## src/design/tpld_pkg.sv

```systemverilog
`timescale 1ns / 1ps

package tpld_pkg;

  // Default timing of the PWM timer and the blink limits
  localparam int TICK_RATE_HZ_DEF     = 60000;
  localparam int MAX_FREQ_HZ_DEF      = 500;
  localparam int MIN_PERIOD_TICKS_DEF = 120;

  // Field widths
  localparam int FREQ_W  = 16;
  localparam int DUTY_W  = 7;
  localparam int TIME_W  = 16;

  // Duty is given in percent
  localparam int DUTY_MAX = 100;
  localparam int PCT_DIV  = 100;

  typedef enum logic [1:0] {
    MODE_OPEN     = 2'd0,
    MODE_CLOSE    = 2'd1,
    MODE_MS_TICK  = 2'd2,
    MODE_PWM_TICK = 2'd3
  } mode_t;

  typedef enum logic [2:0] {
    ST_IDLE,
    ST_DIV_FREQ,
    ST_MUL,
    ST_DIV_PCT,
    ST_EMIT
  } state_t;

  typedef struct packed {
    mode_t              mode;
    logic [FREQ_W-1:0]  freq_hz;
    logic [15:0]        duty_pct;
    logic [TIME_W-1:0]  on_time_ms;
  } in_item_t;

  typedef struct packed {
    logic              pin_level;
    logic              pwm_active;
    logic [TIME_W-1:0] time_left;
  } out_item_t;

endpackage

```

## src/design/tpld_div.sv

```systemverilog
`timescale 1ns / 1ps

module tpld_div #(
  parameter int N = 23,
  parameter int D = 16
) (
  input  logic         clk,
  input  logic         rst_n,
  input  logic         start,
  input  logic [N-1:0] dividend,
  input  logic [D-1:0] divisor,
  output logic         done,
  output logic [N-1:0] quotient
);

  localparam int CW = $clog2(N + 1);

  logic          busy_r, busy_nxt;
  logic          done_r, done_nxt;
  logic [CW-1:0] cnt_r, cnt_nxt;
  logic [D-1:0]  rem_r, rem_nxt;
  logic [D-1:0]  dvs_r, dvs_nxt;
  logic [N-1:0]  quo_r, quo_nxt;

  logic [D:0]    rem_sh;
  logic [D:0]    rem_sub;
  logic          ge;

  // One quotient bit per cycle, restoring form
  always_comb begin
    rem_sh  = {rem_r, quo_r[N-1]};
    ge      = (rem_sh >= {1'b0, dvs_r});
    rem_sub = rem_sh - {1'b0, dvs_r};

    busy_nxt = busy_r;
    done_nxt = 1'b0;
    cnt_nxt  = cnt_r;
    rem_nxt  = rem_r;
    dvs_nxt  = dvs_r;
    quo_nxt  = quo_r;

    if (start) begin
      busy_nxt = 1'b1;
      cnt_nxt  = CW'(N);
      rem_nxt  = '0;
      dvs_nxt  = divisor;
      quo_nxt  = dividend;
    end else if (busy_r) begin
      rem_nxt = ge ? rem_sub[D-1:0] : rem_sh[D-1:0];
      quo_nxt = {quo_r[N-2:0], ge};
      cnt_nxt = cnt_r - CW'(1);
      if (cnt_r == CW'(1)) begin
        busy_nxt = 1'b0;
        done_nxt = 1'b1;
      end
    end
  end

  always_ff @(posedge clk) begin
    if (!rst_n) begin
      busy_r <= 1'b0;
      done_r <= 1'b0;
      cnt_r  <= '0;
    end else begin
      busy_r <= busy_nxt;
      done_r <= done_nxt;
      cnt_r  <= cnt_nxt;
    end
    rem_r <= rem_nxt;
    dvs_r <= dvs_nxt;
    quo_r <= quo_nxt;
  end

  assign done     = done_r;
  assign quotient = quo_r;

endmodule

```

## src/design/tpld_mul.sv

```systemverilog
`timescale 1ns / 1ps

module tpld_mul #(
  parameter int AW = 16,
  parameter int BW = 7
) (
  input  logic              clk,
  input  logic              rst_n,
  input  logic              start,
  input  logic [AW-1:0]     a,
  input  logic [BW-1:0]     b,
  output logic              done,
  output logic [AW+BW-1:0]  product
);

  localparam int PW = AW + BW;
  localparam int CW = $clog2(BW + 1);

  logic          busy_r, busy_nxt;
  logic          done_r, done_nxt;
  logic [CW-1:0] cnt_r, cnt_nxt;
  logic [PW-1:0] acc_r, acc_nxt;
  logic [PW-1:0] mcand_r, mcand_nxt;
  logic [BW-1:0] mplier_r, mplier_nxt;

  // Shift and add, one multiplier bit per cycle
  always_comb begin
    busy_nxt   = busy_r;
    done_nxt   = 1'b0;
    cnt_nxt    = cnt_r;
    acc_nxt    = acc_r;
    mcand_nxt  = mcand_r;
    mplier_nxt = mplier_r;

    if (start) begin
      busy_nxt   = 1'b1;
      cnt_nxt    = CW'(BW);
      acc_nxt    = '0;
      mcand_nxt  = PW'(a);
      mplier_nxt = b;
    end else if (busy_r) begin
      if (mplier_r[0]) begin
        acc_nxt = acc_r + mcand_r;
      end
      mcand_nxt  = {mcand_r[PW-2:0], 1'b0};
      mplier_nxt = {1'b0, mplier_r[BW-1:1]};
      cnt_nxt    = cnt_r - CW'(1);
      if (cnt_r == CW'(1)) begin
        busy_nxt = 1'b0;
        done_nxt = 1'b1;
      end
    end
  end

  always_ff @(posedge clk) begin
    if (!rst_n) begin
      busy_r <= 1'b0;
      done_r <= 1'b0;
      cnt_r  <= '0;
    end else begin
      busy_r <= busy_nxt;
      done_r <= done_nxt;
      cnt_r  <= cnt_nxt;
    end
    acc_r    <= acc_nxt;
    mcand_r  <= mcand_nxt;
    mplier_r <= mplier_nxt;
  end

  assign done    = done_r;
  assign product = acc_r;

endmodule

```

## src/design/timed_pwm_led_driver.sv

```systemverilog
`timescale 1ns / 1ps

// Channel  Ports                          Payload
// in       in_valid, in_stall, in_item    tpld_pkg::in_item_t (mode, freq, duty, on-time)
// out      out_valid, out_stall, out_item tpld_pkg::out_item_t (pin, pwm flag, time left)
//
// Close, tick items and an open with zero frequency are handled in the idle state.
// Any other open runs a bit-serial divider twice and a serial multiplier
// once, through the states DIV_FREQ, MUL, DIV_PCT and EMIT.
// Reset is synchronous and active low; it leaves the LED off and PWM off.
// A stalled result waits in the output register; the next item is taken
// once that register is free or being drained and no open is being computed.

module timed_pwm_led_driver #(
  parameter int TICK_RATE_HZ     = tpld_pkg::TICK_RATE_HZ_DEF,
  parameter int MAX_FREQ_HZ      = tpld_pkg::MAX_FREQ_HZ_DEF,
  parameter int MIN_PERIOD_TICKS = tpld_pkg::MIN_PERIOD_TICKS_DEF
) (
  input  logic                clk,
  input  logic                rst_n,
  input  logic                in_valid,
  output logic                in_stall,
  input  tpld_pkg::in_item_t  in_item,
  output logic                out_valid,
  input  logic                out_stall,
  output tpld_pkg::out_item_t out_item
);

  localparam int PERIOD_MAX = (TICK_RATE_HZ > MIN_PERIOD_TICKS) ? TICK_RATE_HZ
                                                                : MIN_PERIOD_TICKS;
  localparam int CNT_W  = $clog2(PERIOD_MAX + 1);
  localparam int PROD_W = CNT_W + tpld_pkg::DUTY_W;
  localparam int FW     = tpld_pkg::FREQ_W;
  localparam int DW     = tpld_pkg::DUTY_W;
  localparam int TW     = tpld_pkg::TIME_W;

  tpld_pkg::state_t state_r, state_nxt;

  logic [TW-1:0]    rem_r, rem_nxt;
  logic             pwm_on_r, pwm_on_nxt;
  logic             static_r, static_nxt;
  logic [CNT_W-1:0] top_r, top_nxt;
  logic [CNT_W-1:0] cmp_r, cmp_nxt;
  logic [CNT_W-1:0] cnt_r, cnt_nxt;
  logic [CNT_W-1:0] period_r, period_nxt;
  logic [DW-1:0]    duty_r, duty_nxt;

  logic                out_valid_r, out_valid_nxt;
  tpld_pkg::out_item_t out_item_r, out_item_nxt;

  logic              in_acc;
  logic              out_free;
  logic              res_load;
  logic [FW-1:0]     freq_c;
  logic [DW-1:0]     duty_c;

  logic              div_start;
  logic [PROD_W-1:0] div_dividend;
  logic [FW-1:0]     div_divisor;
  logic              div_done;
  logic [PROD_W-1:0] div_quotient;
  logic [CNT_W-1:0]  quo_low;

  logic              mul_start;
  logic              mul_done;
  logic [PROD_W-1:0] mul_product;

  tpld_div #(
    .N (PROD_W),
    .D (FW)
  ) u_div (
    .clk      (clk),
    .rst_n    (rst_n),
    .start    (div_start),
    .dividend (div_dividend),
    .divisor  (div_divisor),
    .done     (div_done),
    .quotient (div_quotient)
  );

  tpld_mul #(
    .AW (CNT_W),
    .BW (DW)
  ) u_mul (
    .clk     (clk),
    .rst_n   (rst_n),
    .start   (mul_start),
    .a       (period_nxt),
    .b       (duty_r),
    .done    (mul_done),
    .product (mul_product)
  );

  assign out_free = !out_valid_r || !out_stall;
  assign in_stall = (state_r != tpld_pkg::ST_IDLE) || !out_free;
  assign in_acc   = in_valid && !in_stall;

  assign freq_c  = (in_item.freq_hz > FW'(MAX_FREQ_HZ)) ? FW'(MAX_FREQ_HZ) : in_item.freq_hz;
  assign duty_c  = (in_item.duty_pct > 16'(tpld_pkg::DUTY_MAX)) ? DW'(tpld_pkg::DUTY_MAX)
                                                                : in_item.duty_pct[DW-1:0];
  assign quo_low = div_quotient[CNT_W-1:0];

  // Divider operands: tick rate by frequency at open, product by 100 later
  always_comb begin
    if (state_r == tpld_pkg::ST_MUL) begin
      div_dividend = mul_product;
      div_divisor  = FW'(tpld_pkg::PCT_DIV);
    end else begin
      div_dividend = PROD_W'(TICK_RATE_HZ);
      div_divisor  = freq_c;
    end
  end

  always_comb begin
    state_nxt  = state_r;
    rem_nxt    = rem_r;
    pwm_on_nxt = pwm_on_r;
    static_nxt = static_r;
    top_nxt    = top_r;
    cmp_nxt    = cmp_r;
    cnt_nxt    = cnt_r;
    period_nxt = period_r;
    duty_nxt   = duty_r;
    div_start  = 1'b0;
    mul_start  = 1'b0;
    res_load   = 1'b0;

    unique case (state_r)
      tpld_pkg::ST_IDLE: begin
        if (in_acc) begin
          unique case (in_item.mode)
            tpld_pkg::MODE_OPEN: begin
              rem_nxt = in_item.on_time_ms;
              if (in_item.freq_hz == '0) begin
                pwm_on_nxt = 1'b0;
                static_nxt = 1'b0;
                res_load   = 1'b1;
              end else begin
                duty_nxt  = duty_c;
                div_start = 1'b1;
                state_nxt = tpld_pkg::ST_DIV_FREQ;
              end
            end
            tpld_pkg::MODE_CLOSE: begin
              pwm_on_nxt = 1'b0;
              static_nxt = 1'b1;
              res_load   = 1'b1;
            end
            tpld_pkg::MODE_MS_TICK: begin
              if (rem_r != '0) begin
                rem_nxt = rem_r - TW'(1);
                // close when the on-time runs out
                if (rem_r == TW'(1)) begin
                  pwm_on_nxt = 1'b0;
                  static_nxt = 1'b1;
                end
              end
              res_load = 1'b1;
            end
            tpld_pkg::MODE_PWM_TICK: begin
              cnt_nxt  = (cnt_r >= top_r) ? '0 : cnt_r + CNT_W'(1);
              res_load = 1'b1;
            end
            default: begin
            end
          endcase
        end
      end
      tpld_pkg::ST_DIV_FREQ: begin
        if (div_done) begin
          period_nxt = (quo_low < CNT_W'(MIN_PERIOD_TICKS)) ? CNT_W'(MIN_PERIOD_TICKS)
                                                            : quo_low;
          mul_start  = 1'b1;
          state_nxt  = tpld_pkg::ST_MUL;
        end
      end
      tpld_pkg::ST_MUL: begin
        if (mul_done) begin
          div_start = 1'b1;
          state_nxt = tpld_pkg::ST_DIV_PCT;
        end
      end
      tpld_pkg::ST_DIV_PCT: begin
        if (div_done) begin
          top_nxt    = period_r - CNT_W'(1);
          // a compare of zero counts as one
          cmp_nxt    = (quo_low == '0) ? '0 : quo_low - CNT_W'(1);
          cnt_nxt    = '0;
          pwm_on_nxt = 1'b1;
          state_nxt  = tpld_pkg::ST_EMIT;
        end
      end
      tpld_pkg::ST_EMIT: begin
        if (out_free) begin
          res_load  = 1'b1;
          state_nxt = tpld_pkg::ST_IDLE;
        end
      end
      default: begin
        state_nxt = tpld_pkg::ST_IDLE;
      end
    endcase
  end

  // Result reflects the state after the item's update
  always_comb begin
    out_item_nxt.pin_level  = pwm_on_nxt ? !(cnt_nxt < cmp_nxt) : static_nxt;
    out_item_nxt.pwm_active = pwm_on_nxt;
    out_item_nxt.time_left  = rem_nxt;

    out_valid_nxt = out_valid_r;
    if (res_load) begin
      out_valid_nxt = 1'b1;
    end else if (out_valid_r && !out_stall) begin
      out_valid_nxt = 1'b0;
    end
  end

  always_ff @(posedge clk) begin
    if (!rst_n) begin
      state_r     <= tpld_pkg::ST_IDLE;
      rem_r       <= '0;
      pwm_on_r    <= 1'b0;
      static_r    <= 1'b1;
      top_r       <= CNT_W'(MIN_PERIOD_TICKS - 1);
      cmp_r       <= CNT_W'(MIN_PERIOD_TICKS - 1);
      cnt_r       <= '0;
      out_valid_r <= 1'b0;
    end else begin
      state_r     <= state_nxt;
      rem_r       <= rem_nxt;
      pwm_on_r    <= pwm_on_nxt;
      static_r    <= static_nxt;
      top_r       <= top_nxt;
      cmp_r       <= cmp_nxt;
      cnt_r       <= cnt_nxt;
      out_valid_r <= out_valid_nxt;
    end
    period_r <= period_nxt;
    duty_r   <= duty_nxt;
    if (res_load) begin
      out_item_r <= out_item_nxt;
    end
  end

  assign out_valid = out_valid_r;
  assign out_item  = out_item_r;

endmodule

```

## config.mk

```make
export PLATFORM = sky130hd
export DESIGN_NAME = timed_pwm_led_driver
export DESIGN_NICKNAME = d
export VERILOG_FILES = /design/src/design/tpld_pkg.sv /design/src/design/tpld_div.sv /design/src/design/tpld_mul.sv /design/src/design/timed_pwm_led_driver.sv
export SDC_FILE = /design/constraint.sdc
export NUM_CORES = 1
export LEC_CHECK = 0
export BUFFER_PORTS_ARGS = -buffer_cell sky130_fd_sc_hd__buf_2
export CORE_ASPECT_RATIO = 0.6
export CORE_MARGIN = 2
export CORE_UTILIZATION = 55
export CTS_CLUSTER_DIAMETER = 60
export DETAILED_ROUTE_END_ITERATION = 16
export GPL_ROUTABILITY_DRIVEN = 0
export PLACE_DENSITY_LB_ADDON = 0.12
export SYNTH_ARGS = -nofsm -noshare
export SYNTH_HDL_FRONTEND = slang
export SYNTH_SLANG_ARGS = --single-unit
```

## constraint.sdc

```tcl
create_clock -name clk -period 3.67 [get_ports clk]
set_input_delay 0.367 -clock clk [delete_from_list [all_inputs] [get_ports clk]]
set_output_delay 0.367 -clock clk [all_outputs]
set_load 0.03 [all_outputs]
```

==> out/metrics.yaml, run 1 <==
floorplan:
  die_y_um: 122
  num_rows: 43
  num_io_pins: 74
  die_w_um: 201
  die_area_sq_um: 24600
  core_area_sq_um: 23000
  initial_utilization: 0.557
run:
  maxCapViolCount: 0
place:
  dp_hpwl_um: 22700
  port_buffers: 73
clocking:
  clockBufferDepth: 3
  clock_latency_ps: 530
  h-tree-depth: 1
  clock_sinks: 231
  cts_tree: "done"
  tritoncts.num_buffers: 23
  clk_pin_slew_ps: 60
  root_buffer: "clkbuf_16"
routing:
  dr.first_iter.drc_count: 778
  drc: 0
  wl_per_cell_um: 16.7
  ant_nets: 0
  routed-via-count: 10800
  dr.pass1.iters: 5
  via_per_inst: 5.73
  wl_um: 31400
worst_hold_path:
  holdPathEnd: "duty_r[2]$_SDFFCE_PN1P_"
  whs_path_depth: 2
  hold_class: "input pin to flop"
  worstHoldStart: "in_item[18]"
logic_synthesis:
  synth_edf_count: 87
  yosysSeqAreaShare: 0.429
  postSynthAreaPerCell_sq_um: 8.83
  syn_area_sq_um: 12800
  synth_cell_type_count: 82
  yosysWarnings: 0
  synth_top_area_cell: "dfxtp_1"
  yosysMostFrequentCell: "nand2_1"
  ys_top_cells_by_count: "nand2_1 (223), dfxtp_1 (144), nor2_1 (123), a21oi_1 (107), o21ai_0 (90)"
  synth_area_leaders: "dfxtp_1 (23%), edfxtp_1 (20%), ha_1 (7.8%)"
  synth_ff_type: "dfxtp_1"
  ys_seq_elements: 231
  synth_cells: 1450
  synth_top_area_share: 0.225
  synth-async-reset-ratio: 0
outcome:
  outcome: "completed"
sta:
  fin_skew_ps: 21.2
  setup_tns_ps: 0
  report.final.hold_viol_count: 0
  period_share: 0.969
  relSlewSlack: 0.238
  finalSetupViolCount: 0
  fin_crit_ps: 3550
  drv_slew: 0
  tightest_slew_ps: 1140
  fmax_mhz: 281
grt:
  grt_pass1_vias: 9870
  grt_overflow: 0
  antenna_found_initial: 0
  grt_max_degree: 58
  grt.total_usage: 0.254
  grt_pass1_wl_um: 50700
power_and_ir_drop:
  power.density_nw_per_um2: 475
  finalPower_mw: 6.97
  vdd_drop_max_uv: 325
  power.static_leakage_nw: 6.16
setup_path:
  rr_startpoint: "top_r[15]$_SDFFE_PN0P_"
  worst_ep_required_time_ps: 3950
  critical_path.endpoint_type: "flop"
  cp.arrival_ps: 3830
  r2r-end: "out_item[17]$_DFFE_PP_"
  r2r_slack_ps: 120
  critPathKind: "flop to flop"
  crit_fanout: 3
  cp-start-kind: "flop"
  reg2reg_depth: 19
finish:
  drive_gt1_frac: 0.148
  antenna_cells: 0
  fill_cells: 1988
  area_growth_pct: 14.6
  nNetsFinal: 1682
==> timing repair <==
action	4_1_cts	5_1_grt
pin swaps	1	11
gates resized for setup	1	34
gates cloned	0	0
hold buffers	0	0
setup endpoints to repair	1	1
buffers inserted	0	6
==> worst max path at each step <==
stage	start	end	cells past startpoint
global placement	top_r[5]$_SDFFE_PN1P_	out_item[17]$_DFFE_PP_	15
detailed placement	top_r[5]$_SDFFE_PN1P_	out_item[17]$_DFFE_PP_	14
floorplan	cnt_r[0]$_SDFF_PN0_	out_item[17]$_DFFE_PP_	20
global route	top_r[15]$_SDFFE_PN0P_	out_item[17]$_DFFE_PP_	19
finish	top_r[15]$_SDFFE_PN0P_	out_item[17]$_DFFE_PP_	19
CTS	top_r[9]$_SDFFE_PN0P_	out_item[17]$_DFFE_PP_	16
==> cell families (layout without fill, tap and decap cells) <==
| group | Yosys count | after routing | share of synthesized area |
|---|---|---|---|
| flops | 231 | 231 | 0.429 |
| fa+ha+maj | 82 | 82 | 0.0813 |
| xor+xnor | 48 | 48 | 0.0328 |
| compound gates | 373 | 373 | 0.188 |
| other cells | 1 | 7 | 0.000293 |
| buf+inv | 134 | 241 | 0.0409 |
| mux | 27 | 27 | 0.0211 |
| simple gates | 554 | 554 | 0.206 |
==> layout make-up <==
cell class | count | area, sq um | share of cell area
clock buffer | 28 | 616 | 0.0420
clock inverter | 14 | 171 | 0.0117
inverter | 68 | 263 | 0.0179
multi-input combinational | 1091 | 6920 | 0.472
sequential | 231 | 5500 | 0.375
tap | 315 | 394 | 0.0269
timing repair buffer | 131 | 801 | 0.0546
==> per-stage QoR <==
step           cell area, sq um  cells  hold WS (ps)  worst slack [ps]   util
2_1_floorplan             12800   1456           430              57.6      -
3_3_place_gp              13700   1831           449              83.7  0.597
3_5_place_dp              13700   1831           452             -18.9  0.597
4_1_cts                   14500   1873          89.0              12.4  0.632
5_1_grt                   14700   1878           110             -14.6  0.639
6_report                  14700   1878           107               115  0.639
==> power breakdown <==
part / internal, mW / switching, mW / total (mW)
combinational: 0.623 / 0.881 / 1.50
clock: 1.48 / 1.02 / 2.50
sequential: 2.84 / 0.125 / 2.97
==> layout by cell type (no fill, tap or decap), types with 14 or more instances in the layout <==
master,count
a211oi_1,14
a21o_1,26
a21oi_1,98
a31oi_1,15
and2_1,34
buf_2,73
buf_4,58
clkbuf_16,24
dfxtp_1,137
edfxtp_1,87
ha_1,77
inv_1,64
mux2i_1,27
nand2_1,223
nand2b_1,22
nand3_1,25
nor2_1,122
nor3_1,23
nor4_1,15
o21ai_0,87
o22ai_1,14
or3_1,14
xnor2_1,34
xor2_1,14
==> per-layer routing <==
metal,vias up,GRT usage,wire length (um)
met3,29,0.0436,1990
met4,0,0.0417,403
met1,5090,0.397,16300
met5,-,0,0
li1,5380,-,-
met2,268,0.367,12700
==> worst max-delay path: stages, from the launching register on <==
cell and delay (ps):
dfxtp_1 350, inv_1 60, ha_1 300, nand4_1 140, nor2_2 60, a21oi_1 160, o211ai_1 180, a21o_1 220
a21oi_2 190, nor2b_4 180, o22a_1 140, ha_1 240, a21o_1 160, a21o_1 180, a21o_1 170, a21o_1 180
a21oi_2 130, o21ai_1 80, mux2i_1 120, o21ai_1 70
==> flip-flops by register name, indices dropped and copies added, names as in the netlist, 18 cells and up <==
| register | cells |
|---|---|
| out_item | 18 |
| u_div.quotient | 23 |
| u_mul.product | 23 |
| u_mul.mcand_r | 23 |
Note: power is estimated with default switching activity, not from simulation.
==> inputs of run 2 (changes only) <==
--- a/config.mk
+++ b/config.mk
@@ -8,7 +8,7 @@
 export BUFFER_PORTS_ARGS = -buffer_cell sky130_fd_sc_hd__buf_2
 export CORE_ASPECT_RATIO = 0.6
 export CORE_MARGIN = 2
-export CORE_UTILIZATION = 55
+export CORE_UTILIZATION = 50
 export CTS_CLUSTER_DIAMETER = 60
 export DETAILED_ROUTE_END_ITERATION = 16
 export GPL_ROUTABILITY_DRIVEN = 0
==> out/metrics.yaml, run 2 (same netlist as run 1, synthesis figures left out) <==
setup_path:
  cp-start-kind: "flop"
  r2r-end: "out_item[17]$_DFFE_PP_"
  cp_top_family: "compound AO/OA/AOI/OAI gates"
  r2r_slack_ps: 90  # -30 ps
  rr_startpoint: "top_r[9]$_SDFFE_PN0P_"
  cp.depth: 19  # unchanged
  critical_path.startpoint: "top_r[9]$_SDFFE_PN0P_"
  critical_path.max_stage_delay_ps: 330  # -20 ps
  reg2reg_depth: 19  # unchanged
  crit_fanout: 3  # unchanged
  critPathKind: "flop to flop"
  crit_buf_inv: 1  # unchanged
  worst_ep_required_time_ps: 3940  # about the same
  cp.arrival_ps: 3850  # +20 ps
  crit_path_cell_trace: "inv_2, ha_4, a21o_1, a21o_1, a21oi_1, o211ai_1, a21o_1, a21oi_2, nor2b_4, o22a_1, ha_4, a21o_1, a21o_1, a21o_1, a21o_1, a21oi_1, o21ai_1, mux2i_1, o21ai_1"
  crit_top_cell: "a21o_1"
  slowest_stage: "dfxtp_2"
  critical_path.endpoint_type: "flop"
  crit_end: "out_item[17]$_DFFE_PP_"
grt:
  grt_pass1_vias: 9991  # +1.2%
  grt_max_degree: 58  # unchanged
  grt_overflow: 0  # unchanged
  grt.total_usage: 0.238  # -0.0153
  antenna_found_initial: 0  # unchanged
  grt_pass1_wl_um: 52000  # +2.6%
clocking:
  cts_tree: "done"
  h-tree-depth: 1  # unchanged
  clockBufferDepth: 3  # unchanged
  clock_sinks: 231  # unchanged
  clk_pin_slew_ps: 60  # about the same
  hold_buffers: 0  # unchanged
  clock_latency_ps: 520  # about the same
  tritoncts.num_buffers: 23  # unchanged
  root_buffer: "clkbuf_16"
routing:
  drc: 0  # unchanged
  via_per_inst: 5.69  # -0.79%
  ant_nets: 0  # unchanged
  routed-via-count: 10800  # -0.046%
  dr.pass1.iters: 5  # unchanged
  wl_um: 31800  # +1.3%
  wl_per_cell_um: 16.8  # +0.52%
  dr.first_iter.drc_count: 839  # +7.8%
floorplan:
  initial_utilization: 0.508  # -0.0497
  num_rows: 45  # +4.7%
  die_w_um: 211  # +4.8%
  num_io_pins: 74  # unchanged
  die_y_um: 128  # +4.7%
  die_area_sq_um: 26900  # +9.7%
  core_area_sq_um: 25200  # +9.8%
power_and_ir_drop:
  switching_share: 0.294  # +0.00362
  power.density_nw_per_um2: 466  # -1.9%
  power.share.combinational: 0.220  # +0.004
  pwr-share-clk: 0.348  # -0.010
  p_seq_frac: 0.432  # +0.006
  internal_power_mw: 4.85  # -1.9%
  vdd_drop_max_uv: 328  # +0.71%
  finalPower_mw: 6.87  # -1.4%
  switching_power_mw: 2.02  # -0.20%
  power.static_leakage_nw: 6.18  # +0.37%
sta:
  period_share: 0.976  # +0.00748
  fmax_mhz: 279  # -0.77%
  fin_skew_ps: 6.94  # -14.3 ps
  report.final.hold_viol_count: 0  # unchanged
  relSlewSlack: 0.249  # +0.0110
  setup_ws_ps: 88.1  # -27.4 ps
  tightest_slew_ps: 1130  # -16.5 ps
  drv_slew: 0  # unchanged
  fin_crit_ps: 3580  # +27.4 ps
  finalSetupViolCount: 0  # unchanged
run:
  maxCapViolCount: 0  # unchanged
finish:
  area_growth_pct: 15.1
  final_cell_mix: "nand2_1 (223), dfxtp_1 (136), nor2_1 (120)"
  fin_cells: 1892  # +0.75%
  nNetsFinal: 1683  # +0.059%
  mostFrequentLayoutCell: "nand2_1"
  fill_cells: 2228  # +12%
  fin_util: 0.584  # -0.0543
  drive_gt1_frac: 0.152  # +0.00384
  antenna_cells: 0  # unchanged
place:
  place_inst: 1848  # +0.93%
  pre_cts_slack_ps: -89.1  # -70.1 ps
  port_buffers: 73  # unchanged
  dp_hpwl_um: 23300  # +2.5%
worst_hold_path:
  hold_class: "input pin to flop"
outcome:
  outcome: "completed"
==> run 2: cell types whose count changed in the layout (fill, tap and decap cells not counted), moves of 3 or more <==
cell,delta
clkinv_2,-3
clkbuf_8,+3
a21oi_2,-3
bufinv_16,-3
a21oi_1,+3
==> run 2: worst min-delay path by stage <==
stage                                 startpoint                      endpoint  cells past startpoint
global placement    u_div.rem_r[15]$_SDFFE_PP0P_  u_div.rem_r[15]$_SDFFE_PP0P_                      2
global route                         in_item[22]       duty_r[6]$_SDFFCE_PN1P_                      2
floorplan                    cmp_r[0]$_SDFF_PN1_           cmp_r[0]$_SDFF_PN1_                      2
detailed placement  u_div.rem_r[15]$_SDFFE_PP0P_  u_div.rem_r[15]$_SDFFE_PP0P_                      2
finish                               in_item[22]       duty_r[6]$_SDFFCE_PN1P_                      2
CTS                                  in_item[22]       duty_r[6]$_SDFFCE_PN1P_                      2
==> run 2: final cells by class <==
| cell class | instances | area (sq um) | share of cell area |
|---|---|---|---|
| Sequential cell | 231 | 5510 | 0.374 |
| Clock buffer | 33 | 686 | 0.0465 |
| Multi-Input combinational cell | 1091 | 6970 | 0.473 |
| Clock inverter | 8 | 72.6 | 0.00492 |
| Timing Repair Buffer | 132 | 833 | 0.0565 |
| Tap cell | 329 | 412 | 0.0279 |
| Inverter | 68 | 259 | 0.0176 |
==> run 2: metrics by stage <==
stage | hold WS [ps] | TNS (ps) | cell area [sq um]
floorplan | 430 | 0 | 12800
global placement | 448 | 0 | 13800
detailed placement | 455 | -89.1 | 13800
CTS | 100 | 0 | 14600
global route | 105 | -68.8 | 14700
finish | 120 | 0 | 14700
==> run 2: per-layer routing <==
layer	global-route usage	vias up	part of all wire
li1	-	5386	-
met1	0.380	5093	0.53
met5	0	-	0
met4	0.0290	0	0.0084
met2	0.337	265	0.40
met3	0.0468	18	0.064
==> run 2: power groups by stage <==
stage          clock, mW  combinational [mW]  sequential (mW)
2_1_floorplan          0                1.10             3.03
3_3_place_gp           0                1.46             3.01
3_5_place_dp           0                1.49             3.02
4_1_cts             2.46                1.50             2.96
5_1_grt             2.57                1.70             2.99
6_report            2.39                1.51             2.97
==> run 2: repair_timing <==
action	4_1_cts	5_1_grt
hold endpoints to repair	0	0
gates resized for setup	1	44
pin swaps	1	21
setup buffers	0	3
endpoints found under the setup margin	1	1
==> inputs of run 3 (changes only) <==
==> constraint.sdc (replaced) <==
create_clock -name clk -period 3.8 [get_ports clk]
set_input_delay 0.38 -clock clk [delete_from_list [all_inputs] [get_ports clk]]
set_output_delay 0.38 -clock clk [all_outputs]
set_load 0.03 [all_outputs]
==> out/metrics.yaml, run 3 (same netlist as run 1, synthesis figures left out) <==
power_and_ir_drop:
  pwr-share-clk: 0.367  # +0.019
  vdd_drop_max_uv: 287  # -12%
  power.share.combinational: 0.213  # -0.007
  power.density_nw_per_um2: 468  # +0.50%
  p_seq_frac: 0.420  # -0.012
  power.static_leakage_nw: 6.11  # -1.1%
  switching_power_mw: 1.99  # -1.7%
  internal_power_mw: 4.84  # -0.15%
  switching_share: 0.291  # -0.00333
clocking:
  clock_sinks: 231  # unchanged
  clk_pin_slew_ps: 60  # about the same
  hold_buffers: 0  # unchanged
  clock_latency_ps: 530  # about the same
  clockBufferDepth: 3  # unchanged
  tritoncts.num_buffers: 23  # unchanged
  cts_tree: "done"
  h-tree-depth: 1  # unchanged
  root_buffer: "clkbuf_16"
finish:
  drive_gt1_frac: 0.129  # -0.0233
  postLayoutCellArea_sq_um: 14600  # -1.1%
  nNetsFinal: 1670  # -0.77%
  fill_cells: 2281  # +2.4%
  mostFrequentLayoutCell: "nand2_1"
  multi_input_area_sq_um: 6850  # -1.7%
  final_cell_mix: "nand2_1 (223), dfxtp_1 (142), nor2_1 (123)"
  regArea_sq_um: 5500  # -0.14%
  antenna_cells: 0  # unchanged
  area_growth_pct: 13.8
grt:
  antenna_found_initial: 0  # unchanged
  grt_pass1_vias: 9645  # -3.5%
  grt.total_usage: 0.236  # -0.00232
  grt_max_degree: 58  # unchanged
  grt_pass1_wl_um: 51400  # -1.3%
  grt_overflow: 0  # unchanged
outcome:
  outcome: "completed"
sta:
  setup_tns_ps: 0  # unchanged
  tightest_slew_ps: 1120  # -0.888 ps
  fmax_mhz: 275  # -1.6%
  relSlewSlack: 0.250  # +0.000592
  drv_slew: 0  # unchanged
  fin_skew_ps: 14.7  # +7.71 ps
  fin_crit_ps: 3640  # +57.8 ps
  finalSetupViolCount: 0  # unchanged
  period_share: 0.958  # -0.0182
  rsz0062_at_grt: "false"
  report.final.hold_viol_count: 0  # unchanged
setup_path:
  cp.arrival_ps: 3910  # +60 ps
  cp_top_family: "compound AO/OA/AOI/OAI gates"
  crit_path_cell_trace: "inv_1, ha_4, a21o_1, a21o_1, a21oi_1, o211ai_1, a21o_1, buf_4, a211oi_2, buf_4, a31oi_1, a31oi_1, ha_1, a21o_1, a21o_1, a221oi_1, o21ai_1"
  crit_top_cell: "a21o_1"
  worst_ep_required_time_ps: 4070  # +130 ps
  reg2reg_depth: 17  # -2
  cp-start-kind: "flop"
  r2r-end: "out_item[17]$_DFFE_PP_"
  r2r_slack_ps: 160  # +70 ps
  slowest_stage: "a221oi_1"
  critical_path.max_stage_delay_ps: 340  # about the same
  crit_buf_inv: 3  # +2
  rr_startpoint: "top_r[9]$_SDFFE_PN0P_"
  critPathKind: "flop to flop"
  crit_fanout: 3  # unchanged
  critical_path.endpoint_type: "flop"
floorplan:
  num_io_pins: 74  # unchanged
  num_rows: 45  # unchanged
  initial_utilization: 0.508  # unchanged
  die_w_um: 211  # unchanged
  die_y_um: 128  # unchanged
  core_area_sq_um: 25200  # unchanged
  die_area_sq_um: 26900  # unchanged
routing:
  drc: 0  # unchanged
  ant_nets: 0  # unchanged
  routed-via-count: 10800  # -0.046%
  via_per_inst: 5.72  # +0.59%
  wl_um: 32000  # +0.58%
  wl_per_cell_um: 17.0  # +1.2%
  dr.pass1.iters: 6  # +1
  dr.first_iter.drc_count: 964  # +15%
place:
  placed_area_sq_um: 13700  # -0.65%
  dp_hpwl_um: 23200  # -0.53%
  port_buffers: 73  # unchanged
run:
  maxCapViolCount: 0  # unchanged
worst_hold_path:
  worstHoldStart: "in_item[18]"
  whs_path_depth: 2  # unchanged
  hold_class: "input pin to flop"
  holdPathEnd: "duty_r[2]$_SDFFCE_PN1P_"
==> run 3: cell count changes in the layout (fill, tap and decap cells not counted), moves of 3 or more <==
cell,change
buf_4,-13
dfxtp_1,+6
dfxtp_2,-6
a21oi_1,+5
a21oi_2,-5
bufinv_16,+4
clkbuf_1,-3
ha_1,+3
inv_1,+3
nor2_1,+3
nor2_2,-3
==> run 3: area by class of cell <==
class,count,share of cell area
clock inverters,15,0.0144
flip-flops and latches,231,0.377
repair buffers,119,0.0505
multi-input cells,1091,0.470
clock buffers,27,0.0419
well taps,329,0.0282
inverters,68,0.0175
==> run 3: repair_timing <==
action                     CTS  global route
setup endpoints to repair    0             1
gates resized for setup      0            10
buffers inserted             0             2
==> run 3: power groups by stage <==
stage | combinational (mW) | clock [mW] | sequential, mW
2_1_floorplan | 1.06 | 0 | 2.93
3_3_place_gp | 1.39 | 0 | 2.92
3_5_place_dp | 1.43 | 0 | 2.92
4_1_cts | 1.43 | 2.56 | 2.87
5_1_grt | 1.61 | 2.64 | 2.89
6_report | 1.45 | 2.50 | 2.87
==> run 3: per-stage QoR <==
stage	hold WS, ps	util	worst slack, ps	power, mW	cells
6_report	120	0.578	160	6.82	1880
2_1_floorplan	430	-	188	3.99	1456
3_3_place_gp	447	0.543	219	4.31	1836
5_1_grt	125	0.578	6.55	7.14	1880
4_1_cts	105	0.576	164	6.86	1878
3_5_place_dp	457	0.543	156	4.35	1836
==> run 3: how the worst max path moves through the flow <==
stage | startpoint | end | slack, ps | cells past startpoint
finish | top_r[9]$_SDFFE_PN0P_ | out_item[17]$_DFFE_PP_ | 160 | 17
floorplan | cnt_r[0]$_SDFF_PN0_ | out_item[17]$_DFFE_PP_ | 190 | 20
global route | cnt_r[5]$_SDFF_PN0_ | out_item[17]$_DFFE_PP_ | 7 | 16
global placement | top_r[9]$_SDFFE_PN0P_ | out_item[17]$_DFFE_PP_ | 220 | 16
CTS | cnt_r[0]$_SDFF_PN0_ | out_item[17]$_DFFE_PP_ | 160 | 16
detailed placement | cnt_r[0]$_SDFF_PN0_ | out_item[17]$_DFFE_PP_ | 160 | 17
==> run 3: worst register-to-register path: stages, from the launching register on <==
cell and delay, ps:
dfxtp_2 330, inv_1 60, ha_4 240, a21o_1 150, a21o_1 160, a21oi_1 140
o211ai_1 210, a21o_1 240, buf_4 150, a211oi_2 220, buf_4 160, a31oi_1 100
a31oi_1 180, ha_1 270, a21o_1 170, a21o_1 170, a221oi_1 340, o21ai_1 120
==> run 3: routing by layer <==
layer	track usage	wire, um
met2	0.324	12600
met5	0	0
met3	0.0333	1740
met4	0.0452	527
met1	0.387	17200
